<file path="src/rgbc_pkg.sv">
// Shared types, constants and register indexes of the RGB convolution block.
package rgbc_pkg;

	localparam int CH_BITS       = 8;
	localparam int PIX_BITS      = 3 * CH_BITS;
	localparam int IMG_W_BITS    = 12;
	localparam int HALF_BITS     = 2;
	localparam int KROW_BITS     = 60;
	localparam int CFG_IDX_BITS  = 3;
	localparam int CFG_DATA_BITS = KROW_BITS;
	localparam int KROWS         = 5;
	localparam int LINES         = 4;
	localparam int ROW_CNT_BITS  = 12;
	localparam int ROW_MAX       = 4095;
	localparam int COEF_FRAC     = 8;
	localparam int MAX_KERNEL    = 5;
	localparam int MAX_HALF      = (MAX_KERNEL - 1) / 2;
	localparam int MAX_WIDTH_DEF = 2048;
	localparam int COEF_BITS_DEF = 12;
	localparam int IMG_W_RESET   = 640;
	localparam int HALF_RESET    = 1;
	localparam int OFIFO_DEPTH   = 8;

	localparam logic [CFG_IDX_BITS-1:0] REG_IMAGE_WIDTH = 3'd0;
	localparam logic [CFG_IDX_BITS-1:0] REG_HALF_WIDTH  = 3'd1;
	localparam logic [CFG_IDX_BITS-1:0] REG_KROW0       = 3'd2;

	typedef struct packed {
		logic [CH_BITS-1:0] blue_in;
		logic [CH_BITS-1:0] green_in;
		logic [CH_BITS-1:0] red_in;
		logic               frame_start;
	} pix_t;

	typedef struct packed {
		logic [CH_BITS-1:0] blue_out;
		logic [CH_BITS-1:0] green_out;
		logic [CH_BITS-1:0] red_out;
		logic               position_valid;
		logic               is_border;
	} res_t;

endpackage

</file>
<file path="src/rgbc_fifo.sv">
// Small result queue decoupling the pipeline from the receiver.
module rgbc_fifo #(
	parameter int DEPTH = rgbc_pkg::OFIFO_DEPTH
) (
	input  logic           clk,
	input  logic           arst_n,
	input  logic           wr,
	input  rgbc_pkg::res_t wdata,
	input  logic           rd,
	output rgbc_pkg::res_t rdata,
	output logic           not_empty,
	output logic [$clog2(DEPTH+1)-1:0] cnt_q
);

	localparam int PW = $clog2(DEPTH);

	rgbc_pkg::res_t  mem [DEPTH];
	logic [PW-1:0]   wp_q;
	logic [PW-1:0]   rp_q;

	assign not_empty = cnt_q != '0;
	assign rdata     = mem[rp_q];

	always_ff @(posedge clk) begin
		if (wr)
			mem[wp_q] <= wdata;
	end

	always_ff @(posedge clk or negedge arst_n) begin
		if (!arst_n) begin
			wp_q  <= '0;
			rp_q  <= '0;
			cnt_q <= '0;
		end else begin
			if (wr)
				wp_q <= (int'(wp_q) == DEPTH - 1) ? '0 : PW'(wp_q + 1'b1);
			if (rd)
				rp_q <= (int'(rp_q) == DEPTH - 1) ? '0 : PW'(rp_q + 1'b1);
			cnt_q <= cnt_q + (wr ? 1'b1 : 1'b0) - (rd ? 1'b1 : 1'b0);
		end
	end

endmodule

</file>
<file path="config.mk">
export PLATFORM = sky130hd
export DESIGN_NAME = rgbc_fifo
export DESIGN_NICKNAME = d
export VERILOG_FILES = /design/src/rgbc_pkg.sv /design/src/rgbc_fifo.sv
export SDC_FILE = /design/constraint.sdc
export NUM_CORES = 1
export LEC_CHECK = 0
export BUFFER_PORTS_ARGS = -buffer_cell sky130_fd_sc_hd__clkbuf_2
export CELL_PAD_IN_SITES_DETAIL_PLACEMENT = 0
export CELL_PAD_IN_SITES_GLOBAL_PLACEMENT = 1
export CORE_UTILIZATION = 52
export CTS_BUF_LIST = sky130_fd_sc_hd__clkbuf_4 sky130_fd_sc_hd__clkbuf_8 sky130_fd_sc_hd__clkbuf_16
export DETAILED_ROUTE_END_ITERATION = 8
export PLACE_DENSITY = 0.86
export SKIP_LAST_GASP = 1
export SLEW_MARGIN = 0
export SYNTH_ARGS = -nofsm -noshare
export SYNTH_HDL_FRONTEND = slang
export SYNTH_SLANG_ARGS = --single-unit
</file>
<file path="constraint.sdc">
create_clock -name clk -period 3.3 [get_ports clk]
set_clock_uncertainty 0.15 [all_clocks]
set_input_delay 0.495 -clock clk [delete_from_list [all_inputs] [get_ports clk]]
set_output_delay 0.495 -clock clk [all_outputs]
set_load 0.05 [all_outputs]
</file>
* After elaboration in Yosys (flattened, before gate mapping)
Memory sizes are Yosys's and may differ from the RTL's.
Cells that the tools add are included.
** Storage, ports and cells
- Register bits after elaboration :: 10
- Memory bits (writable) :: 208
- Input bits :: 30
- Output and inout port bits :: 31
- Memories kept :: 1
** Memories
- mem :: words 8, width 26, rd ports 1, clocked after Yosys merged registers in 0, wr ports 1, line rgbc_fifo.sv:17 : rgbc_pkg::res_t mem [DEPTH];
** Operators by class
- Add/subtract/negate cells :: 4
- Equality and inequality tests :: 2
- Muxes and demuxes :: 6
- Reduce and logical (&&, ||, !) cells :: 1
** Operator list (number)
- $add 3x1->3 const B :: 2
- $eq 3x1->1 const B :: 2
- $mux 3 :: 2
- $add 4x1->4 :: 1
- $mux 1 :: 4
- $reduce_bool 4->1 :: 1
- $sub 4x1->4 :: 1

* Longest topological paths before layout
Gate-level depths: netlist of the first run.
- Depth in word-level cells :: 3
- Mapped depth :: 7
- Depth with buffers taken out :: 7

* Worst setup path before layout of the first run
No wires, ideal clock.
- Kind :: input to register
- Start point :: input wr
- End point :: memory mem[0][0] in the netlist's numbering (enable)
- Setup time :: 0.442 ns
- Arrival :: 2.394 ns
- Data required time :: 2.708 ns
- Slack :: 0.315 ns
- Stages :: 2
- Buffers on the path :: 0
- Cells stage by stage :: nand2b_1 -> nor3_1
** On the way
- Longest elaborated chain between the ends :: 2
** Ends and longest elaborated chain
- start: declaration :: line rgbc_fifo.sv:7 : input logic wr,
- $mux 1 :: line rgbc_fifo.sv:25 : if (wr)
- $mux 1 (not written as such) :: line rgbc_fifo.sv:26 : mem[wp_q] <= wdata;
- end: declaration :: line rgbc_fifo.sv:17
No other way between the ends.

==> results of run 1 <==
==> final timing paths <==
kind                            depth (start not counted)  slack, ps         end
worst max-delay path                                    5        280   rdata[19]
worst min-delay path                                    1        120  mem[6][16]
worst max register to register                          3       1190   mem[3][4]
worst min register to register                          1        430     wp_q[2]
max in group asynchronous                               2       2480     rp_q[0]
min in group asynchronous                               2        260    cnt_q[0]
==> cells by family (layout without fill, tap and decap cells) <==
| kind of cell | after synthesis | in the layout | share of synthesized area, % |
|---|---|---|---|
| other | 0 | 1 | 0 |
| buffers and inverters | 25 | 131 | 2.22 |
| AO/OA/AOI/OAI | 4 | 4 | 0.266 |
| adder cells (fa/ha/maj) | 10 | 10 | 1.57 |
| XOR/XNOR | 2 | 2 | 0.207 |
| flip-flops | 218 | 218 | 76.8 |
| AND/OR/NAND/NOR | 96 | 96 | 4.45 |
| multiplexers | 56 | 56 | 14.5 |
==> cell type report <==
cell class | count | area (sq um) | share of cell area, %
diodes | 1 | 2.50 | 0.0254
clock buffers | 33 | 676 | 6.86
clock inverters | 7 | 65.1 | 0.661
inverters | 8 | 30.0 | 0.305
multi-input cells | 168 | 1800 | 18.3
flip-flops and latches | 218 | 6500 | 66.0
well taps | 216 | 270 | 2.74
repair buffers | 83 | 500 | 5.08
==> power groups by stage <==
| stage | Combinational [uW] | Clock (uW) | Sequential (uW) |
|---|---|---|---|
| after floorplan | 2740 | 0 | 3720 |
| after detailed placement | 3450 | 0 | 3830 |
| final | 3510 | 2480 | 3720 |
| after global routing | 3770 | 2620 | 3770 |
| after CTS | 3570 | 2510 | 3730 |
| after global placement | 3390 | 0 | 3790 |
==> stage by stage <==
stage | utilization, % | cells | hold slack [ps] | cell area [sq um]
2_1_floorplan | - | 411 | 49.4 | 8460
3_3_place_gp | 57.1 | 691 | 229 | 9070
3_5_place_dp | 57.1 | 691 | 239 | 9070
4_1_cts | 62.0 | 733 | 109 | 9840
5_1_grt | 62.0 | 733 | 129 | 9840
6_report | 62.0 | 734 | 124 | 9850
==> flip-flops by register name, indices dropped and copies added, names as in the netlist <==
name   cells
rp_q       3
cnt_q      4
mem      208
wp_q       3
==> Yosys cell counts (3+ instances only) <==
cell,count
buf_12,4
buf_2,8
clkbuf_1,3
dfrtp_1,10
edfxtp_1,208
ha_1,9
inv_1,7
mux2_2,4
mux4_1,3
mux4_2,49
nand2_1,81
nor2_1,8
==> layout by cell type, fill, tap and decap left out, types with 2 or more instances in the layout <==
| cell | netlist | final |
|---|---|---|
| edfxtp_1 | 208 | 208 |
| nand2_1 | 81 | 81 |
| clkbuf_2 | 0 | 60 |
| mux4_2 | 49 | 49 |
| clkbuf_16 | 0 | 23 |
| buf_4 | 0 | 20 |
| ha_1 | 9 | 9 |
| dfrtp_1 | 10 | 8 |
| inv_1 | 7 | 7 |
| nor2_2 | 0 | 6 |
| clkbuf_4 | 0 | 6 |
| mux2_2 | 4 | 4 |
| clkinv_2 | 0 | 4 |
| clkbuf_8 | 0 | 4 |
| mux4_1 | 3 | 3 |
| xor2_1 | 2 | 2 |
| nand2b_1 | 2 | 2 |
| nor3_2 | 0 | 2 |
| nand3b_1 | 2 | 2 |
| o21ai_0 | 2 | 2 |
| nor2_1 | 8 | 2 |
| clkinvlp_4 | 0 | 2 |
| buf_12 | 4 | 2 |
==> layer usage <==
metal / GRT usage, % / vias up
li1: - / 1803
met1: 28.2 / 2142
met2: 35.1 / 155
met3: 4.09 / 26
met4: 6.43 / 0
met5: 0 / -
==> repair_timing <==
item                                    4_1_cts  5_1_grt
setup buffers                                 1        0
hold buffers                                  1        0
endpoints found under the setup margin        1        0
endpoints found under the hold margin        10        0
==> metrics list, run 1 <==
- Outcome: finished, final reports clean
- STA classifies the critical path endpoint as an output port.
* Filler cells: 1,097
- The region available for standard cell placement spans 15,900 sq um.
* Sw Pwr: 3530 uW
- The tool flagged a number of max-cap violations equal to 0.
- Final worst setup slack: 279 ps
* Static power due to leakage: 0.00351 uW
- Die X-Extent: 130 um
* Clock tree from TritonCTS: done
- For the worst setup path, the data arrival time is 2380 ps.
* Fraction of the cycle the final worst path needs: 91.5%
- The initial utilization of the core area, before any placement, comes to a little over half.
- After global routing the overflow that remains totals 0.
* Required time at the worst-slack endpoint: ~2700 ps
* Internal power consumption: around 6000 uW
- After detailed routing, the total wire length is ~16,000 um.
- In this run, synthesis produced a sequential element count of 218.
- Entering global routing, the biggest net connects 39 pins.
* Insertion delay of the later-clocked pin in the worst-skew pair: 500 ps
- CP startpoint kind: register
- Chain of cells forming the critical path: buf_4, mux4_2, nand2_1, nand2_1, clkbuf_2
- Global Route Usage Sum: 21.0%
* Total CTS buffers: 22
- RD Place Congestion: 0.689
- Count of instances resized after the clock tree is built: 0
- The post-route netlist has a little over a third of its cells at a drive strength greater than 1.
* Max IR drop VDD: 0.631 mV
- On the critical path the largest part of the delay comes from flip-flops.
* Clock Sink Count: 218
* Start point of the critical path: rp_q[0]
- Mean post-synth cell area: 20.6 sq um
- Number of DRC violations after detailed-routing iteration 0: slightly below 400
* Worst slack, placed: 511 ps
- For this run, the register share of the synthesized area comes to 76.8%.
- Among all stages on the critical path, the largest delay is contributed by dfrtp_4.
* Top routing layer in use: met4
- Boundary Pins: 61
* Area Overhead vs Synth: 16.4%
- In this run, synthesis inferred 208 flip-flops with an integrated enable.
* Yosys warnings: 0
- In the post-synthesis netlist, the biggest area contributors are edfxtp_1, mux4_2, nand2_1.
* Post-detailed-route DRC marker count: 0
- The tightest min-delay check is of the in -> reg type.
- Minimum period implied by the final worst setup slack: 3020 ps
- Maximum buffer depth of the clock tree: 3
- For the final routed database, the setup TNS stands at 0 ps.
* Part of the total power dissipated in combinational logic: ~36%
- Critical path buffers and inverters: 2
- Vias in the first global route: 4,404
* Wire length of the first global-routing pass: 25,100 um
- Critical path class: reg -> out
* Setup-failing EPs final: 0
* Fin nets: 541
* Via Count: 4,126
* Post-route met1 wirelength: between 6000 and 7000 um
* Share of the synthesized area in the top cell type: 73.8%
* Clock-pin slew on the worst setup and hold paths: approximately 60 ps
* Sequential share of power: between 30% and 40%
- After detailed routing, the met2 layer carries 8240 um of wire.
- Total Power: roughly 9700 uW
- The final-report max-slew violation count is 0.
- Overall die height: 130 um
- The floorplan has 46 rows.
- Synthesis produced a netlist with a net count of 451.
- The wire-length estimate of the detail-placed layout is 9480 um.
- The count of buffers added on input and output ports is 60.
- The worst register-to-register path begins at wp_q[2].
* Number of hold-slack violations in the final timing report: 0
- After technology mapping, the gate count stands at 411.
- Total Die Area: 16,800 sq um
- Crit Path Max Fanout: 18
- Static timing analysis puts the maximum clock frequency at 0.331 GHz.
- The worst pin sits at a relative slew slack of 47.2%.
- In this run the most critical hold path is launched from wdata[16].
* Iteration count of the initial detailed-routing pass: 5
- In this run the clock root is driven by a clkbuf_16.
- Count of different cell masters after synthesis: 24
* H-tree levels: 1
- Summed over all instances, the cell type with the most area after synthesis is edfxtp_1.
- Async set-reset flop share out of synthesis: approximately 4.6%
* Primary flip-flop cell chosen by synthesis mapping: edfxtp_1
* Power density over the cells: 986 nW/um^2
* Antenna violations before repair: 0
- Setup repair after global routing left no endpoint under its margin.
- Sw Ratio: 36.3%
- Once detail routing completed, the nets flagged for antenna violations numbered 0.
* Worst slew pin tran: 791 ps
- Via-per-instance ratio: between 5 and 6
* Delay of the slowest cell on the worst path: 660 ps
- Among the stages of the critical path, the cell type that occurs most often is nand2_1.
- After detailed routing, the met3 layer carries between 1000 and 1500 um of wire.
* Routed WL per cell: 22.4 um
- Netlist area before placement: 8460 sq um
* Share of power burned in the clock network: 25.5%
Power figures use the tool's default switching activity.
==> inputs of run 2 (changes only) <==
Settings changed: CORE_UTILIZATION 52 to 40, PLACE_DENSITY 0.86 to 0.7.
Clock period 3.3 ns to 3.24 ns, I/O delays scaled along.
==> run 2 against run 1 <==
  * Die area rose by 30%
  * Setup slack got worse by 83 ps
  * First-iteration DRC count fell by 18%
  * Utilization fell by 14 points
  * Design area rose by 0.58%
  * Non-clock buffer count fell by 5
  * Power rose by 0.72%
  * Cell count rose by 6.4%
  * Register-to-register slack barely moved
  * Largest power group unchanged
  * Highest routed layer unchanged
==> metrics list, run 2 (synthesis gave the netlist of run 1 again) <==
* Outcome: finished, final reports clean
- Global Route Usage Sum: about 15%
- Hold Path Class: in -> reg
* Number of flip-flops in the largest register: 208
- In the routed layout, each cell is associated on average with a via count of 5.17.
* Non-filler cells in the finished layout: 781
- Setup repair after global routing missed its margin: no
- Family of cells with the greatest summed delay on the critical path: flip-flops
- At the later pin of the worst-skew pair, clock insertion delay measures 480 ps.
- The number of global-route vias before repair was around 4,300.
* Fmax: 0.329 GHz
- Area Overhead vs Synth: 17.1%
* Total CTS buffers: 22
* CP Capture Type: output port
- Via Count: 4,037
* Clock Sink Count: 218
* Max Cap Violations: 0
* Initial Utilization: 41.3%
* Filler cells: 1,699
- Chain of cells forming the critical path: buf_4, mux4_2, nand2_1, nand2_1, clkbuf_2
- Std cell rows: 52
- TritonCTS built the clock tree.
* Library cell appearing most often on the critical path: nand2_1
- Normalized max-slew margin: 58.5%
- Dividing total power by cell area gives a power density of 988 nW/um^2.
- Overall die height: 147 um
- H-tree levels: 1
* Number of hold buffers added after cts: 1
* Maximum buffer depth of the clock tree: 3
- Fin nets: 536
* Most frequent cells in the layout: edfxtp_1, nand2_1, clkbuf_2
- Dpl cells: 741
* CP startpoint kind: register
- Hpwl dp: 9530 um
* Static power due to leakage: roughly 0.0035 uW
* Critical path buffers and inverters: 2
- DRT antenna net count: 0
* Post-detailed-route DRC marker count: 0
- Maximum number of pins on one net before global-route repair: 39
- Data on the critical path is required at its endpoint by 2600 ps.
- For the finished layout, the period the worst path requires is 3040 ps.
* Total Die Area: between 20,000 and 25,000 sq um
* Largest registers: mem: 208 flops, cnt_q: 4 flops
- Number of hold-slack violations in the final timing report: 0
- Counting flops per register, the top entry is mem.
* Most common cell after layout, fill and taps aside: edfxtp_1
* Worst slew pin tran: 621 ps
- Setup violations remaining at the end of the flow were counted as 0.
- The count of buffers added on input and output ports is 60.
- Iteration count of the initial detailed-routing pass: 4
- In the final routed layout, each cell accounts on average for 20.6 um.
* Total detailed-routing wirelength: between 15,000 and 20,000 um
- Boundary Pins: 61
* Layout cells sized above 1: a little over a third
- On the worst path, the slowest cell contributes a delay of 700 ps.
- Max-slew violation count: 0
- Cell type of the slowest stage on the worst timing path: dfrtp_4
- GR Overflow Total: 0
* Final Core Density: 48.3%
- RD Place Congestion: 0.693
- The first global-routing pass estimated ~25,000 um of wire.
* Setup TNS: 0 ps
- Fraction of the cycle the final worst path needs: 93.9%
* Buffer count from post-CTS setup fixing: 0
* Die X-Extent: ~150 um
- Crit Path Max Fanout: 23
- Arrival time of data at the critical path endpoint: 2410 ps
* Critical path class: reg -> out
- Clock-pin slew on the worst setup and hold paths: roughly 60 ps
- In this run, the number of DRC markers left after iteration 0 of detailed routing was between 300 and 400.
- Antenna violations before repair: 1
- IR analysis of the VDD net gives a maximum drop of 0.476 mV.
- Count of instances resized after the clock tree is built: 0
* Core area: 20,500 sq um
* Library cell used as clock root buffer: clkbuf_16
run 2: cell count changes in the layout (fill, tap and decap cells not counted), sizes merged:
cell | before | now
buf | 22 | 17
bufinv | 1 | 0
clkbuf | 93 | 96
clkinv | 4 | 2
clkinvlp | 2 | 0
run 2: path summary, 6_finish.rpt:
kind / start / to / slack [ps] / depth (start not counted)
max: rp_q[0] / rdata[6] / 200 / 5
min: wdata[4] / mem[6][4] / 120 / 1
max reg2reg: wp_q[2] / mem[1][3] / 1190 / 3
min reg2reg: wp_q[2] / wp_q[2] / 420 / 1
min in group asynchronous: arst_n / cnt_q[3] / 250 / 2
max in group asynchronous: arst_n / rp_q[0] / 2430 / 2
run 2: layer usage:
| layer | vias up | wire length (um) | GRT usage [%] |
|---|---|---|---|
| met2 | 118 | 8100 | 25.8 |
| met5 | - | 0 | 0 |
| met3 | 24 | 1080 | 3.15 |
| met4 | 0 | 246 | 3.56 |
| met1 | 2102 | 6680 | 20.7 |
| li1 | 1793 | - | - |
run 2: area by class of cell:
class	count	area [sq um]	share of cell area [%]
well taps	270	338	3.41
flip-flops and latches	218	6500	65.6
diodes	1	2.50	0.0253
multi-input cells	168	1830	18.5
clock buffers	36	692	6.99
clock inverters	2	8.76	0.0884
repair buffers	78	500	5.05
inverters	8	30.0	0.303
run 2: power breakdown:
group	leakage (uW)	switching, uW	total, uW	internal [uW]
clock	0.000356	959	2410	1450
combinational	0.00111	2350	3580	1230
sequential	0.00201	238	3790	3550
total	0.00347	3550	9780	6230
run 2: through the flow:
| step | power [uW] | hold slack (ps) | cell area (sq um) | worst slack [ps] |
|---|---|---|---|---|
| after floorplan | 6590 | 40.4 | 8460 | 264 |
| after global placement | 7450 | 226 | 9190 | 678 |
| after detailed placement | 7520 | 236 | 9190 | 662 |
| after CTS | 9930 | 109 | 9900 | 141 |
| after global routing | 10300 | 123 | 9900 | 36.7 |
| final | 9780 | 122 | 9900 | 197 |
==> inputs of run 3 (changes only) <==
Settings changed: PLACE_DENSITY 0.7 to 0.6.
==> run 3 against run 2 <==
  * Global-route usage is 0.38 points higher
  * Die area unchanged
  * Non-clock buffer count is 3 lower
  * Critical path depth unchanged
  * Clock power increased by 6%
  * Fmax rose by 1.0%
  * Sequential power about the same
  * Power grew 1.5%
  * Design area grew 0.34%
  * Cell count shrank 0.13%
  * Critical path type unchanged
  * Largest power group unchanged
  * Highest routed layer unchanged
==> metrics list, run 3 (synthesis gave the netlist of run 1 again) <==
* Outcome: finished, final reports clean
- The worst path uses 93.0% of the clock period.
* Antenna fix cells: 0
* Reg-to-reg critical path startpoint: wp_q[2]
- For the worst setup path, the data required time is 2600 ps.
- Worst R2R Path Depth: 3
* Reg-to-reg critical path endpoint: mem[1][15]
* H-tree levels: 1
* Reg with most FFs: mem
- The first global-routing pass estimated 25,400 um of wire.
* Power density over the cells: 999 nW/um^2
* Largest registers: mem: 208 flops, cnt_q: 4 flops
- The die covers 21,700 sq um.
- Static power due to leakage: between 0.003 and 0.004 uW
- In this run the count of I/O pins placed on the die edge is 61.
* Number of DRC violations after detailed-routing iteration 0: 250
* Core area: 20,500 sq um
* Layout cells sized above 1: about 35%
- Clock-pin slew on the worst setup and hold paths: approximately 60 ps
- Area Overhead vs Synth: 17.5%
- Met3 track demand over resource in global routing: roughly 3.1%
- Fin nets: roughly 530
* Max Cap Violations: 0
- Setup violations remaining at the end of the flow were counted as 0.
- Vias in the first global route: 4,314
- GRT met2 Usage: 26.8%
- Library cell appearing most often on the critical path: nand2_1
- The register with the most flip-flops in the layout has 208 of them.
- Global Route Usage Sum: 15.8%
* Max IR drop VDD: about 0.64 mV
* CP startpoint kind: register
* Clock tree from TritonCTS: done
- In this run the most critical hold path is launched from wdata[6].
- Count of port buffers added during placement: 60
* Most common cell after layout, fill and taps aside: edfxtp_1
* DRT antenna net count: 0
- Insertion delay of the later-clocked pin in the worst-skew pair: 490 ps
* Delay of the slowest cell on the worst path: approximately 650 ps
* Routed WL per cell: 20.7 um
- Iteration count of the initial detailed-routing pass: 4
- Counting along the longest clock path gives a buffer depth of 3.
- Initial Utilization: between 40% and 50%
* Via Count: 3,972
* Worst Hold Path Cells: 1
* RD Place Congestion: 0.676
- The slowest stage of the critical path is the dfrtp_4 cell.
* Setup TNS: 0 ps
- Normalized max-slew margin: 54.3%
- GR Overflow Total: 0
- Max-slew violation count: 0
- Number of hold-slack violations in the final timing report: 0
- For the pin with the worst max-slew slack, the measured transition is approximately 700 ps.
* Crit Path Max Fanout: 22
- Arrival time of data at the critical path endpoint: 2380 ps
* Antenna violations before repair: 0
- Maximum number of pins on one net before global-route repair: 43
- Counting the buffers created by CTS gives 23.
- The critical path goes through buf_12, mux4_2, nand2_1, nand2_1, clkbuf_2.
- Worst Hold End: mem[2][6]
* Most crowded layer after global routing: met2
- Most frequent cells in the layout: edfxtp_1, nand2_1, clkbuf_2
- Total detailed-routing wirelength: about 16,000 um
* Post-detailed-route DRC marker count: 0
- Once detailed placement completed, the half-perimeter wirelength came to just under 9000 um.
- The die is 147 um wide.
- Final Core Density: 48.5%
* Std cell rows: 52
- After filler insertion, the fill cell instance count of the layout stands at 1,702.
- Setup repair after global routing missed its margin: no
- After layout, the minimum clock period comes to 3010 ps.
- For flop-to-flop paths, the worst setup slack is between 1000 and 1500 ps.
- Measured along the y axis, the die boundary spans ~150 um.
* Library cell used as clock root buffer: clkbuf_16
* Critical path class: reg -> out
* Via-per-instance ratio: 5.09
- CP Capture Type: output port
- The min-delay analysis places its worst path in the category in -> reg.
* Start point of the critical path: rp_q[0]
* Clock Sink Count: 218
- Fraction of met1 tracks used by global routing: a little over 20%
- Static timing analysis puts the maximum clock frequency at 0.332 GHz.
-- run 3: routing by layer --
layer  routed length [um]  vias up  part of all wire, %
met2                 8220       78                   51
met5                    0        -                    0
met4                  243        0                  1.5
li1                     -     1799                    -
met3                  703       18                  4.4
met1                 6960     2077                   43
-- run 3: final cells by class --
class / instances / area, sq um / area share (%)
tap: 270 / 338 / 3.40
clock buffer: 31 / 684 / 6.89
sequential: 218 / 6500 / 65.4
inverter: 8 / 30.0 / 0.302
timing repair buffer: 75 / 473 / 4.76
multi-input combinational: 168 / 1830 / 18.4
clock inverter: 10 / 80.1 / 0.806
-- run 3: metrics by stage --
step	hold WS [ps]	total power, uW	std cells	area (sq um)	setup WS (ps)
final	120	9930	780	9940	228
after global routing	122	10400	780	9940	97.2
after CTS	102	10100	779	9910	27.8
after detailed placement	221	7480	737	9140	562
after global placement	213	7410	737	9140	566
after floorplan	40.4	6590	411	8460	264
-- run 3: worst max-delay path: cells and delay by family, from the launching register on --
kind          cells  cell delay (ps)
flops             1              650
mux               1              520
buf+inv           2              520
simple gates      2              170
-- run 3: power breakdown --
part           total (uW)  leakage [uW]  internal, uW  switching [uW]
logic                3600       0.00110          1220            2380
clock network        2560      0.000376          1560            1000
registers            3770       0.00201          3550             215
total                9930       0.00348          6330            3600
-- run 3: repair_timing --
item	in CTS	in global routing
buffers inserted	0	1
resized for setup	0	0
hold buffers	1	0
endpoints found under the hold margin	10	0
endpoints found under the setup margin	0	16
-- run 3: how the worst max path moves through the flow --
stage	endpoint	cells after the start
after floorplan	mem[0][0]	2
after global placement	rdata[24]	5
after detailed placement	rdata[24]	5
after CTS	rdata[24]	5
after global routing	rdata[24]	5
final	rdata[24]	5
