**src/rgbc_pkg.sv**
```systemverilog
// Shared types, constants and register indexes of the RGB convolution block.
package rgbc_pkg;

	localparam int CH_BITS       = 8;
	localparam int PIX_BITS      = 3 * CH_BITS;
	localparam int IMG_W_BITS    = 12;
	localparam int HALF_BITS     = 2;
	localparam int KROW_BITS     = 60;
	localparam int CFG_IDX_BITS  = 3;
	localparam int CFG_DATA_BITS = KROW_BITS;
	localparam int KROWS         = 5;
	localparam int LINES         = 4;
	localparam int ROW_CNT_BITS  = 12;
	localparam int ROW_MAX       = 4095;
	localparam int COEF_FRAC     = 8;
	localparam int MAX_KERNEL    = 5;
	localparam int MAX_HALF      = (MAX_KERNEL - 1) / 2;
	localparam int MAX_WIDTH_DEF = 2048;
	localparam int COEF_BITS_DEF = 12;
	localparam int IMG_W_RESET   = 640;
	localparam int HALF_RESET    = 1;
	localparam int OFIFO_DEPTH   = 8;

	localparam logic [CFG_IDX_BITS-1:0] REG_IMAGE_WIDTH = 3'd0;
	localparam logic [CFG_IDX_BITS-1:0] REG_HALF_WIDTH  = 3'd1;
	localparam logic [CFG_IDX_BITS-1:0] REG_KROW0       = 3'd2;

	typedef struct packed {
		logic [CH_BITS-1:0] blue_in;
		logic [CH_BITS-1:0] green_in;
		logic [CH_BITS-1:0] red_in;
		logic               frame_start;
	} pix_t;

	typedef struct packed {
		logic [CH_BITS-1:0] blue_out;
		logic [CH_BITS-1:0] green_out;
		logic [CH_BITS-1:0] red_out;
		logic               position_valid;
		logic               is_border;
	} res_t;

endpackage

```
**src/rgbc_cell.sv**
```systemverilog
// Window cell: holds one pixel, passes it on, and forms three truncated products.
module rgbc_cell #(
	parameter int COEF_BITS = rgbc_pkg::COEF_BITS_DEF
) (
	input  logic                                clk,
	input  logic                                arst_n,
	input  logic                                shift_en,
	input  logic [rgbc_pkg::PIX_BITS-1:0]       pix_in,
	input  logic signed [COEF_BITS-1:0]         coef,
	input  logic                                use_coef,
	output logic [rgbc_pkg::PIX_BITS-1:0]       pix_q,
	output logic signed [COEF_BITS:0]           prod_s3 [3]
);

	localparam int XW = COEF_BITS + rgbc_pkg::CH_BITS + 1;

	logic signed [COEF_BITS-1:0]    k;
	logic [rgbc_pkg::PIX_BITS-1:0]  px;
	logic signed [XW-1:0]           x [3];
	logic signed [XW-1:0]           xr [3];

	assign k  = use_coef ? coef : '0;
	// unused taps may hold line data not yet written
	assign px = use_coef ? pix_q : '0;

	always_ff @(posedge clk or negedge arst_n) begin
		if (!arst_n)
			pix_q <= '0;
		else if (shift_en)
			pix_q <= pix_in;
	end

	always_comb begin
		for (int ch = 0; ch < 3; ch++) begin
			x[ch] = XW'(k) * signed'({1'b0, px[ch*rgbc_pkg::CH_BITS +: rgbc_pkg::CH_BITS]});
			// round toward zero
			xr[ch] = x[ch] + (x[ch][XW-1] ? XW'((1 << rgbc_pkg::COEF_FRAC) - 1) : XW'(0));
		end
	end

	always_ff @(posedge clk) begin
		for (int ch = 0; ch < 3; ch++)
			prod_s3[ch] <= (COEF_BITS+1)'(xr[ch] >>> rgbc_pkg::COEF_FRAC);
	end

endmodule

```
**config.mk**
```make
export PLATFORM = sky130hd
export DESIGN_NAME = rgbc_cell
export DESIGN_NICKNAME = d
export VERILOG_FILES = /design/src/rgbc_pkg.sv /design/src/rgbc_cell.sv
export SDC_FILE = /design/constraint.sdc
export NUM_CORES = 1
export LEC_CHECK = 0
export BUFFER_PORTS_ARGS = -buffer_cell sky130_fd_sc_hd__buf_2
export CORE_UTILIZATION = 60
export DETAILED_ROUTE_END_ITERATION = 6
export MAX_ROUTING_LAYER = met4
export PLACE_DENSITY = 0.79
export SETUP_SLACK_MARGIN = 0.02
export SLEW_MARGIN = 5
export SYNTH_ARGS = -nofsm -noshare
export SYNTH_HDL_FRONTEND = slang
export SYNTH_SLANG_ARGS = --single-unit
```
**constraint.sdc**
```tcl
create_clock -name clk -period 7.14 [get_ports clk]
set_clock_uncertainty 0.1 [all_clocks]
set_input_delay 1.428 -clock clk [delete_from_list [all_inputs] [get_ports clk]]
set_output_delay 1.428 -clock clk [all_outputs]
set_load 0.1 [all_outputs]
```
# Word level (Yosys, flattened, before mapping)
# Cells that the tools add are included.
[totals] word_cells=15 ff_bits=63 in_bits=40
[op_classes] n_mul=3 add_sub_neg=3 n_mux=5
[ops] cell="21-bit by 9-bit adder with 21-bit output" count=3
[ops] cell="12-bit by 9-bit multiplier with 21-bit output" count=3
[ops] cell="24-bit 2-to-1 mux" count=1
[ops] cell="8-bit 2-to-1 mux" count=3
[ops] cell="12-bit 2-to-1 mux" count=1

# Depth between registers and ports, before layout
# Gate-level depths: netlist (run 1).
[logic_depth] word_depth=4 depth_mapped=30 depth_no_buf=26

# Worst setup path before layout (run 1)
# No wires, ideal clock.
[synth_path] kind="input to register" startpoint="input use_coef" endpoint="register prod_s3[25] (netlist bit)" cell_stages=27 path_buffers=3 slack_ps=-772 arrival_ps=7678 cell_sequence="clkbuf_1 > clkbuf_1 > and2_1 > clkbuf_1 > nand2_1 > fa_1 > fa_1 > inv_1 > fa_1 > inv_1 > fa_1 > inv_1 > ha_1 > a21o_1 > a21o_1 > a2111oi_0 > a21oi_1 > xnor2_1 > inv_1 > ha_1 > a21o_1 > o21a_1 > nand4bb_1 > a2111oi_4 > nand4b_1 > nor3_2 > xnor2_1"
[synth_lines] item="from (decl)" line_no="rgbc_cell.sv:10" text="input logic use_coef,"
[synth_lines] item="to (signal, indexed assignment)" line_no="rgbc_cell.sv:43" text="prod_s3[ch] <= (COEF_BITS+1)'(xr[ch] >>> rgbc_pkg::COEF_FRAC);"
[synth_lines] item="to (decl)" line_no="rgbc_cell.sv:12" text="output logic signed [COEF_BITS:0] prod_s3 [3]"

==> results of run 1 <==
-- power groups by stage --
stage	clock [W]	combinational, W	sequential [W]
2_1_floorplan	0	0.00274	0.00151
3_3_place_gp	0	0.00474	0.000603
3_5_place_dp	0	0.00488	0.000606
4_1_cts	0.000516	0.00493	0.000602
5_1_grt	0.000523	0.00548	0.000618
6_report	0.000507	0.00502	0.000606
-- what timing repair did --
| item | CTS | global route |
|---|---|---|
| cloned | 1 | 0 |
| gates resized for setup | 2 | 29 |
| buffers inserted | 0 | 11 |
| pin swaps | 1 | 23 |
| setup endpoints to repair | 4 | 17 |
-- flip-flops by register name (all words and copies together), names as in the netlist --
name and count:
pix_q 24, prod_s3 39
-- worst reg2reg max path, stage by stage (launching register included) --
cell                        delay, ps
sky130_fd_sc_hd__dfrtp_1          670
sky130_fd_sc_hd__nand2_1          240
sky130_fd_sc_hd__fa_2             590
sky130_fd_sc_hd__buf_4            170
sky130_fd_sc_hd__fa_1             490
sky130_fd_sc_hd__inv_1             60
sky130_fd_sc_hd__fa_1             530
sky130_fd_sc_hd__inv_1             50
sky130_fd_sc_hd__fa_1             470
sky130_fd_sc_hd__inv_1             40
sky130_fd_sc_hd__ha_1             280
sky130_fd_sc_hd__o21a_1           190
sky130_fd_sc_hd__o21a_1           170
sky130_fd_sc_hd__o21ai_1          150
sky130_fd_sc_hd__a22oi_2          120
sky130_fd_sc_hd__xnor2_2          210
sky130_fd_sc_hd__ha_2             340
sky130_fd_sc_hd__a211o_1          170
sky130_fd_sc_hd__o2111ai_4        170
sky130_fd_sc_hd__buf_6            180
sky130_fd_sc_hd__nor4_4           310
sky130_fd_sc_hd__nand3_1          130
sky130_fd_sc_hd__xnor2_1          150
-- cell usage in the layout, fill, tap and decap left out, drive strengths merged, types with 5 or more instances in the layout --
master / n
o21a: 18
a211oi: 13
inv: 394
clkbuf: 12
and2: 14
mux2: 24
dfrtp: 24
o211ai: 10
a211o: 5
buf: 276
o21ai: 27
xor2: 30
nor3: 19
fa: 234
a21oi: 42
nor2: 33
nand2: 177
o31a: 6
xnor2: 54
and3: 139
nor4: 7
nand3: 21
nor2b: 7
or2: 7
ha: 129
nand2b: 7
dfxtp: 39
a21o: 22
-- through the flow --
step	worst slack [ps]	cell area, um^2
2_1_floorplan	-119	14300
3_3_place_gp	-190	16100
3_5_place_dp	-388	16100
4_1_cts	87.0	16400
5_1_grt	-9.27	16600
6_report	248	16600
-- cell families (layout without fill, tap and decap cells) --
group                      count (synthesis)  count (layout)
AOI/OAI and AO/OA                        167             167
adders and majority gates                363             363
buffers and inverters                    467             686
xor gates and xnor gates                  84              84
and+or+nand+nor                          445             446
muxes                                     25              25
DFF                                       63              63
-- layout make-up --
class / instances / area [um^2]
inverter: 394 / 1480
fill: 1620 / 6180
clock inverter: 4 / 48.8
sequential: 63 / 1380
clock buffer: 12 / 279
tap: 313 / 392
multi-input combinational: 1085 / 11100
timing repair buffer: 276 / 1880
-- layer usage --
layer	global-route usage (%)	up-vias
met5	-	-
met4	12.7	0
met2	51.9	471
li1	-	5442
met1	35.9	5853
met3	4.23	110
-- final timing paths --
check	startpoint	endpoint	cells past startpoint
setup reg to reg	pix_q[16]	prod_s3[12]	22
setup / recovery	coef[11]	prod_s3[12]	26
hold reg to reg	pix_q[22]	pix_q[22]	1
min in group asynchronous	arst_n	pix_q[20]	1
max in group asynchronous	arst_n	pix_q[8]	1
hold / removal	pix_q[22]	pix_q[22]	1
==> results.rst, run 1 <==
.. list-table::
   :header-rows: 1

   * - Metric
     - Value
   * - Outcome
     - finished clean
   * - Fraction of synthesized area in multiplexers
     - 2.03%
   * - CP max-delay cell
     - sky130_fd_sc_hd__fa_1
   * - Most frequent cell after synthesis
     - sky130_fd_sc_hd__inv_1
   * - Part of the total power dissipated in the clock network
     - 8.3%
   * - Width of the chip
     - 155 um
   * - First-pass GRT wire length
     - 56200 um
   * - Internal cell power
     - 0.00278 W
   * - CTS HTree Levels
     - 3
   * - Global-route congestion overflow total
     - 0
   * - Top-level port count
     - 103
   * - Critical path data arrival time
     - 7030 ps
   * - Setup-violating endpoint count in the final report
     - 0
   * - Most used flip-flop cell after synthesis
     - sky130_fd_sc_hd__dfxtp_1
   * - Synth Net Count
     - 2017
   * - Sequential-to-total area share from yosys stat
     - 9.85%
   * - Post-layout total power
     - 0.00613 W
   * - Worst Setup End Kind
     - flip-flop
   * - CTS hold repair buffers
     - 0
   * - Post-route minimum period
     - 6890 ps
   * - Crit path max fanout
     - 5
   * - Inserted Diodes
     - 0
   * - Logic pwr share
     - 81.8%
   * - Top cell types by occurrence after synthesis
     - sky130_fd_sc_hd__inv_1 (394), sky130_fd_sc_hd__fa_1 (234), sky130_fd_sc_hd__nand2_1 (177)
   * - Worst hold slack
     - 801 ps
   * - Clock input transition at the sequential cells of the worst setup and hold paths
     - 60 ps
   * - Final core area utilization
     - 72.9%
   * - Number of antenna-violating nets in the routed design
     - 0
   * - Layout overhead on the synthesized area
     - 18.4%
   * - Total net switching power
     - 0.00336 W
   * - Number of different library cells in the post-synthesis netlist
     - 75
   * - Areal power density over the cells
     - 369 nW/um^2
   * - Initial Utilization
     - 61.5%
   * - Clock tree from TritonCTS
     - built
   * - Via Count
     - 11900
   * - Async S/R FF share, synth
     - 38.1%
   * - Mapped Cells
     - 1614
   * - Mapped Avg Cell Area
     - 8.68 um^2
   * - Detailed route wirelength on metal2
     - 17000 um
   * - Routed length on met3
     - 2420 um
   * - Achievable clock frequency
     - 0.145 GHz
   * - Mapped cell area
     - 14000 um^2
   * - Final-report hold violation count
     - 0
   * - Wire length the detailed router placed on met1
     - 13300 um
   * - Number of flops mapped to enable cells by yosys
     - 0
   * - Via count normalized by instance count
     - 5.53
   * - Estimated wirelength of the detail-placed design
     - 26900 um
   * - Share of synthesized cell area in and, or, nand and nor gates
     - 16.2%
   * - Switching share of total power
     - 54.7%
   * - CTS Root Cell
     - sky130_fd_sc_hd__clkbuf_16
   * - Post-route setup TNS
     - 0 ps
   * - Clock insertion delay at the later pin of the skew report
     - 350 ps
   * - Fraction of the mapped netlist area in compound gates
     - 9.10%
   * - Die height
     - 155 um
   * - YS warnings
     - 0
   * - Maximum number of pins on one net before global-route repair
     - 56
   * - Final Non-Filler Cells
     - 2147
   * - Total Routed Length
     - 33900 um
   * - I/O Buffers
     - 102
   * - Flop2flop setup slack
     - 1000 ps
   * - Clk sinks
     - 63
   * - Cell Rows
     - 55
   * - Placed cells
     - 2119
   * - Crit share post-route
     - 96.5%
   * - Main combinational cell family by area after synthesis
     - adder cells
   * - Count of TritonRoute iterations in the first routing pass
     - 7
   * - Max Buffers Root-to-Sink
     - 2
   * - Routed length per placed instance
     - 15.8 um
   * - Vias in the first global route
     - 12200
   * - Cell taking the most area after synthesis
     - sky130_fd_sc_hd__fa_1
   * - Category of the worst setup path launch point
     - primary input
   * - WS Path Type
     - in -> reg
   * - Die Area
     - 24000 um^2
   * - Top cells by area in the synthesized netlist
     - sky130_fd_sc_hd__fa_1 (33%), sky130_fd_sc_hd__ha_1 (12%), sky130_fd_sc_hd__inv_1 (11%)
   * - Worst rel slew slack
     - 50.7%
   * - Part of the power in registers
     - 9.9%
   * - Measured slew at the worst slew-check pin
     - 740 ps
   * - Required time of the critical path
     - 7280 ps
   * - Final Wtd Congestion
     - 0.893
   * - Peak ir drop on the vdd network
     - 503 uV
   * - Delay-heaviest family, CP
     - adder cells
   * - Hold crit path type
     - reg -> reg
   * - DRC Markers
     - 0
   * - Number of buffers and inverters on the critical path
     - 8
   * - # Max-Cap Violations
     - 0
   * - Antenna violations before repair
     - 0
   * - Synth top area share
     - 33.4%
   * - Parity-gate share of the synthesized area counting xor and xnor cells
     - 5.36%
   * - Top layer reached by signal wires
     - met4
   * - CTS buffer count
     - 9
   * - Final slew viol count
     - 0
   * - DRT iter0 DRCs
     - 863
   * - Std-Cell Core Area
     - 22800 um^2
   * - Leakage power
     - 9.21 nW
   * - Number of nets in the layout
     - 2232
   * - Ratio of cells with drive above 1 in the final layout
     - 21.9%
   * - Yosys reg bits
     - 63
   * - Adder-cell share of the synthesized area
     - 44.9%
   * - GRT Total Usage
     - 30.3%
   * - Delay of the slowest cell on the worst path
     - 530 ps
Note: power is estimated with default switching activity, not from simulation.
==> inputs of run 2 (changes only) <==
- CORE_MARGIN: not set -> 8
==> run 2 against run 1 <==
Net effect:
- sequential power barely moved
- wire length increased by 4.8%
- register-to-register slack barely moved
- design area increased by 0.44%
- largest power group unchanged
==> results.rst, run 2 (synthesis results as in run 1) <==
.. list-table::
   :header-rows: 1

   * - Metric
     - Value
   * - Outcome
     - finished clean
   * - Routed length per placed instance
     - 16.4 um
   * - Maximum number of pins on one net before global-route repair
     - 45
   * - Crit share post-route
     - 97.2%
   * - Die height
     - 169 um
   * - Max Buffers Root-to-Sink
     - 2
   * - Vias in the first global route
     - 13000
   * - Critical path data arrival time
     - 7120 ps
   * - I/O Buffers
     - 102
   * - Post-route minimum period
     - 6940 ps
   * - Initial Utilization
     - 60.4%
   * - CTS buffer count
     - 9
   * - Clock input transition at the sequential cells of the worst setup and hold paths
     - 70 ps
   * - Areal power density over the cells
     - 374 nW/um^2
   * - Clock tree from TritonCTS
     - built
   * - Final core area utilization
     - 71.9%
   * - Destination of the worst register-to-register timing path
     - prod_s3[25]
   * - Commonest non-fill, non-tap cell in the layout
     - sky130_fd_sc_hd__inv_1
   * - Unrepaired setup endpoints after global routing
     - true
   * - Global-route congestion overflow total
     - 0
   * - Cell Rows
     - 56
   * - First-pass GRT wire length
     - 60300 um
   * - Count of TritonRoute iterations in the first routing pass
     - 5
   * - Achievable clock frequency
     - 0.144 GHz
   * - CTS HTree Levels
     - 3
   * - Measured slew at the worst slew-check pin
     - 838 ps
   * - Delay of the slowest cell on the worst path
     - 580 ps
   * - DRT iter0 DRCs
     - 828
   * - # Max-Cap Violations
     - 0
   * - Commonest cells after routing, fill and taps aside
     - sky130_fd_sc_hd__inv_1 (393), sky130_fd_sc_hd__fa_1 (228), sky130_fd_sc_hd__buf_4 (186)
   * - Flop2flop setup slack
     - 1010 ps
   * - Required time of the critical path
     - 7320 ps
   * - Worst reg-to-reg path cell count
     - 22
   * - Ratio of cells with drive above 1 in the final layout
     - 22.0%
   * - Estimated wirelength of the detail-placed design
     - 28100 um
   * - Hold depth
     - 1
   * - Worst Setup End Kind
     - flip-flop
   * - Endpoint of the worst hold-timing path
     - pix_q[23]
   * - Number of antenna-violating nets in the routed design
     - 0
   * - Category of the worst setup path launch point
     - primary input
   * - Width of the chip
     - 169 um
   * - Number of nets in the layout
     - 2248
   * - Crit path max fanout
     - 22
   * - WS Path Type
     - in -> reg
   * - CP max-delay cell
     - sky130_fd_sc_hd__fa_1
   * - Std-Cell Core Area
     - 23200 um^2
   * - Placed cells
     - 2148
   * - DRC Markers
     - 0
   * - Worst rel slew slack
     - 44.2%
   * - Final Non-Filler Cells
     - 2171
   * - CTS Root Cell
     - sky130_fd_sc_hd__clkbuf_16
   * - Launching point of the worst reg2reg path
     - pix_q[9]
   * - Peak ir drop on the vdd network
     - 435 uV
   * - Die Area
     - 28500 um^2
   * - Setup-violating endpoint count in the final report
     - 0
   * - Number of flip-flops under the largest register name
     - 39
   * - Via count normalized by instance count
     - 5.51
   * - Registers with the most flip-flops
     - prod_s3: 39 flops, pix_q: 24 flops
   * - Total Routed Length
     - 35500 um
   * - Antenna violations before repair
     - 1
   * - Start point of the worst hold path
     - pix_q[23]
   * - Register with the highest flop count
     - prod_s3
   * - Worst hold slack
     - 797 ps
   * - Final Wtd Congestion
     - 0.912
   * - Post-route setup TNS
     - 0 ps
   * - Top-level port count
     - 103
   * - Layout overhead on the synthesized area
     - 18.9%
   * - Leakage power
     - 9.27 nW
   * - Final slew viol count
     - 0
   * - Via Count
     - 12000
   * - Clk sinks
     - 63
   * - Final-report hold violation count
     - 0
   * - Most numerous cell on the critical path
     - sky130_fd_sc_hd__fa_1
   * - GRT Total Usage
     - 26.7%
   * - Clock insertion delay at the later pin of the skew report
     - 350 ps
   * - Hold crit path type
     - reg -> reg
   * - CTS hold repair buffers
     - 0
run 2: per-stage QoR:
stage                     worst slack (ps)  area (um^2)  total power (W)
after floorplan                       -119        14300          0.00425
after global placement                -268        16200          0.00549
after detailed placement              -447        16200          0.00563
after CTS                             43.2        16600          0.00623
after global routing                 -4.38        16700          0.00675
final                                  200        16700          0.00623
run 2: timing repair:
item	CTS	global route
gates resized for setup	3	14
endpoints found under the setup margin	7	22
pin swaps	2	9
setup buffers	0	4
cloned	1	0
run 2: layout make-up:
cell class,instances,area (um^2)
clock buffers,15,310
flip-flops and latches,63,1380
fillers,1684,6520
clock inverters,1,30.0
diodes,2,5.00
multi-input cells,1085,11100
inverters,394,1480
repair buffers,292,1970
well taps,319,399
run 2: worst max-delay path by stage:
stage	from	endpoint	slack (ps)	depth (start not counted)
after CTS	use_coef	prod_s3[38]	40	25
after global routing	use_coef	prod_s3[38]	-4	25
after detailed placement	use_coef	prod_s3[38]	-450	24
after global placement	use_coef	prod_s3[25]	-270	25
after floorplan	use_coef	prod_s3[25]	-120	27
final	use_coef	prod_s3[38]	200	25
run 2: report_power, final:
group,leakage (nW),switching (W),internal (W)
clock network,0.166,0.000188,0.000333
registers,0.610,0.0000909,0.000512
logic,8.50,0.00309,0.00202
total,9.27,0.00337,0.00286
run 2: worst max-delay path, delay by kind of cell:
family          cells  cell delay (ps)
xor+xnor            2              330
compound gates      5              870
fa+ha+maj           6             2550
simple gates        6             1170
mux                 1              230
buf+inv             5              530
run 2: metal layers:
layer	share of wire [%]	wire length [um]	vias up	track usage [%]
met3	7.7	2720	101	5.01
met5	0	0	-	-
li1	-	-	5490	-
met4	3.3	1160	0	10.4
met1	39	13900	5860	30.8
met2	50	17800	509	45.7
==> inputs of run 3 (changes only) <==
- clock period: 7.14 -> 7 ns (I/O delays scaled with it)
==> run 3 against run 2 <==
Net effect:
- first-iteration DRC count is 10% higher
- non-clock buffer count is 40 higher
- highest routed layer unchanged
- count of clock-buffer cells in the layout is 5 lower
==> results.rst, run 3 (synthesis results as in run 1) <==
.. list-table::
   :header-rows: 1

   * - Metric
     - Value
   * - Outcome
     - finished clean
   * - Post-route minimum period
     - 6870 ps
   * - Critical path data arrival time
     - 7050 ps
   * - Cell Rows
     - 56
   * - Worst Setup End Kind
     - flip-flop
   * - Count of TritonRoute iterations in the first routing pass
     - 5
   * - CP max-delay cell
     - sky130_fd_sc_hd__fa_1
   * - Estimated wirelength of the detail-placed design
     - 28300 um
   * - Final core area utilization
     - 73.7%
   * - Via Count
     - 12100
   * - Global routing's busiest layer
     - met2
   * - GR Util met1
     - 30.8%
   * - Ratio of cells with drive above 1 in the final layout
     - 25.1%
   * - Required time of the critical path
     - 7180 ps
   * - Registers with the most flip-flops
     - prod_s3: 39 flops, pix_q: 24 flops
   * - Commonest cells after routing, fill and taps aside
     - sky130_fd_sc_hd__inv_1 (391), sky130_fd_sc_hd__fa_1 (224), sky130_fd_sc_hd__buf_4 (224)
   * - Max Buffers Root-to-Sink
     - 2
   * - GRT Total Usage
     - 26.2%
   * - Final Wtd Congestion
     - 0.968
   * - Layout overhead on the synthesized area
     - 22.0%
   * - Setup-violating endpoint count in the final report
     - 0
   * - Hold crit path type
     - reg -> reg
   * - Number of flip-flops under the largest register name
     - 39
   * - Peak ir drop on the vdd network
     - 428 uV
   * - Measured slew at the worst slew-check pin
     - 730 ps
   * - CTS Root Cell
     - sky130_fd_sc_hd__clkbuf_16
   * - # Max-Cap Violations
     - 0
   * - I/O Buffers
     - 102
   * - GRT met2 Usage
     - 44.4%
   * - Final-report hold violation count
     - 0
   * - Die height
     - 169 um
   * - Register with the highest flop count
     - prod_s3
   * - Post-layout total power
     - 0.00653 W
   * - Unrepaired setup endpoints after global routing
     - true
   * - Category of the worst setup path launch point
     - primary input
   * - CTS buffer count
     - 9
   * - Final slew viol count
     - 0
   * - Worst rel slew slack
     - 51.3%
   * - CTS hold repair buffers
     - 0
   * - Clock input transition at the sequential cells of the worst setup and hold paths
     - 60 ps
   * - Std-Cell Core Area
     - 23200 um^2
   * - Worst Setup Slack, final
     - 131 ps
   * - Global-route congestion overflow total
     - 0
   * - Via count normalized by instance count
     - 5.46
   * - Leakage power
     - 9.47 nW
   * - Top-level port count
     - 103
   * - DRT iter0 DRCs
     - 914
   * - Number of buffers and inverters on the critical path
     - 7
   * - Post-Place Worst Slack
     - -441 ps
   * - Worst hold slack
     - 781 ps
   * - Number of antenna-violating nets in the routed design
     - 0
   * - Clock insertion delay at the later pin of the skew report
     - 350 ps
   * - Hold depth
     - 1
   * - Maximum number of pins on one net before global-route repair
     - 67
   * - Commonest non-fill, non-tap cell in the layout
     - sky130_fd_sc_hd__inv_1
   * - Start point of the worst hold path
     - pix_q[6]
   * - Most numerous cell on the critical path
     - sky130_fd_sc_hd__fa_1
   * - Launching point of the worst reg2reg path
     - pix_q[0]
   * - CTS HTree Levels
     - 3
   * - DRC Markers
     - 0
   * - Clock tree from TritonCTS
     - built
   * - Vias in the first global route
     - 12700
   * - Width of the chip
     - 169 um
   * - Met3 Usage GRT
     - 5.08%
   * - Initial Utilization
     - 60.4%
   * - Achievable clock frequency
     - 0.146 GHz
   * - WS Path Type
     - in -> reg
   * - Total Routed Length
     - 35700 um
   * - Flop2flop setup slack
     - 820 ps
   * - Crit path max fanout
     - 13
   * - Crit share post-route
     - 98.1%
   * - Clk sinks
     - 63
   * - First-pass GRT wire length
     - 59400 um
   * - Delay of the slowest cell on the worst path
     - 520 ps
   * - Delay-heaviest family, CP
     - adder cells
   * - Endpoint of the worst hold-timing path
     - pix_q[6]
   * - Antenna violations before repair
     - 2
   * - Number of nets in the layout
     - 2288
   * - Routed length per placed instance
     - 16.2 um
   * - Areal power density over the cells
     - 382 nW/um^2
   * - Worst reg-to-reg path cell count
     - 22
   * - Die Area
     - 28500 um^2
   * - Destination of the worst register-to-register timing path
     - prod_s3[38]
-- run 3: cell types whose count changed in the layout (fill, tap and decap cells not counted), moves of 4 or more --
cell	previous run	this run
sky130_fd_sc_hd__and2_4	6	10
sky130_fd_sc_hd__nor2_2	1	5
sky130_fd_sc_hd__ha_2	2	6
sky130_fd_sc_hd__buf_4	186	224
sky130_fd_sc_hd__fa_2	6	10
sky130_fd_sc_hd__nor2_1	32	28
sky130_fd_sc_hd__ha_1	121	114
sky130_fd_sc_hd__fa_1	228	224
-- run 3: how the worst max path moves through the flow --
| stage | start | to | slack, ps | depth (start not counted) |
|---|---|---|---|---|
| final | use_coef | prod_s3[38] | 130 | 27 |
| after global routing | use_coef | prod_s3[38] | -150 | 27 |
| after global placement | use_coef | prod_s3[25] | -250 | 25 |
| after CTS | use_coef | prod_s3[38] | 20 | 23 |
| after detailed placement | use_coef | prod_s3[38] | -440 | 24 |
| after floorplan | use_coef | prod_s3[25] | -230 | 27 |
-- run 3: final cells by class --
class / count / area, um^2
Multi-Input combinational cell: 1085 / 11200
Timing Repair Buffer: 332 / 2300
Tap cell: 319 / 399
Fill cell: 1617 / 6090
Clock inverter: 6 / 60.1
Sequential cell: 63 / 1380
Clock buffer: 10 / 229
Antenna cell: 2 / 5.00
Inverter: 394 / 1480
-- run 3: stage by stage --
stage          instance area (um^2)  std cells  TNS [ps]
2_1_floorplan                 14400       1614     -1380
3_3_place_gp                  16500       2175     -3700
3_5_place_dp                  16500       2175     -6720
4_1_cts                       16800       2191         0
5_1_grt                       17100       2211      -314
6_report                      17100       2211         0
-- run 3: per-layer routing --
layer  vias up  share of wire, %
met5         -                 0
met4         0               3.0
met3       101               8.1
met2       504                50
met1      5896                39
li1       5568                 -
-- run 3: power breakdown --
group          internal [W]  total [W]  leakage [nW]  switching (W)
clock              0.000275   0.000474         0.147       0.000199
combinational       0.00223    0.00544          8.71        0.00321
sequential         0.000522   0.000614         0.610      0.0000919
-- run 3: timing repair --
action / in CTS / in global routing
gates cloned: 0 / 1
setup endpoints to repair: 5 / 23
gates resized for setup: 4 / 52
setup buffers: 0 / 17
pin swaps: 2 / 33
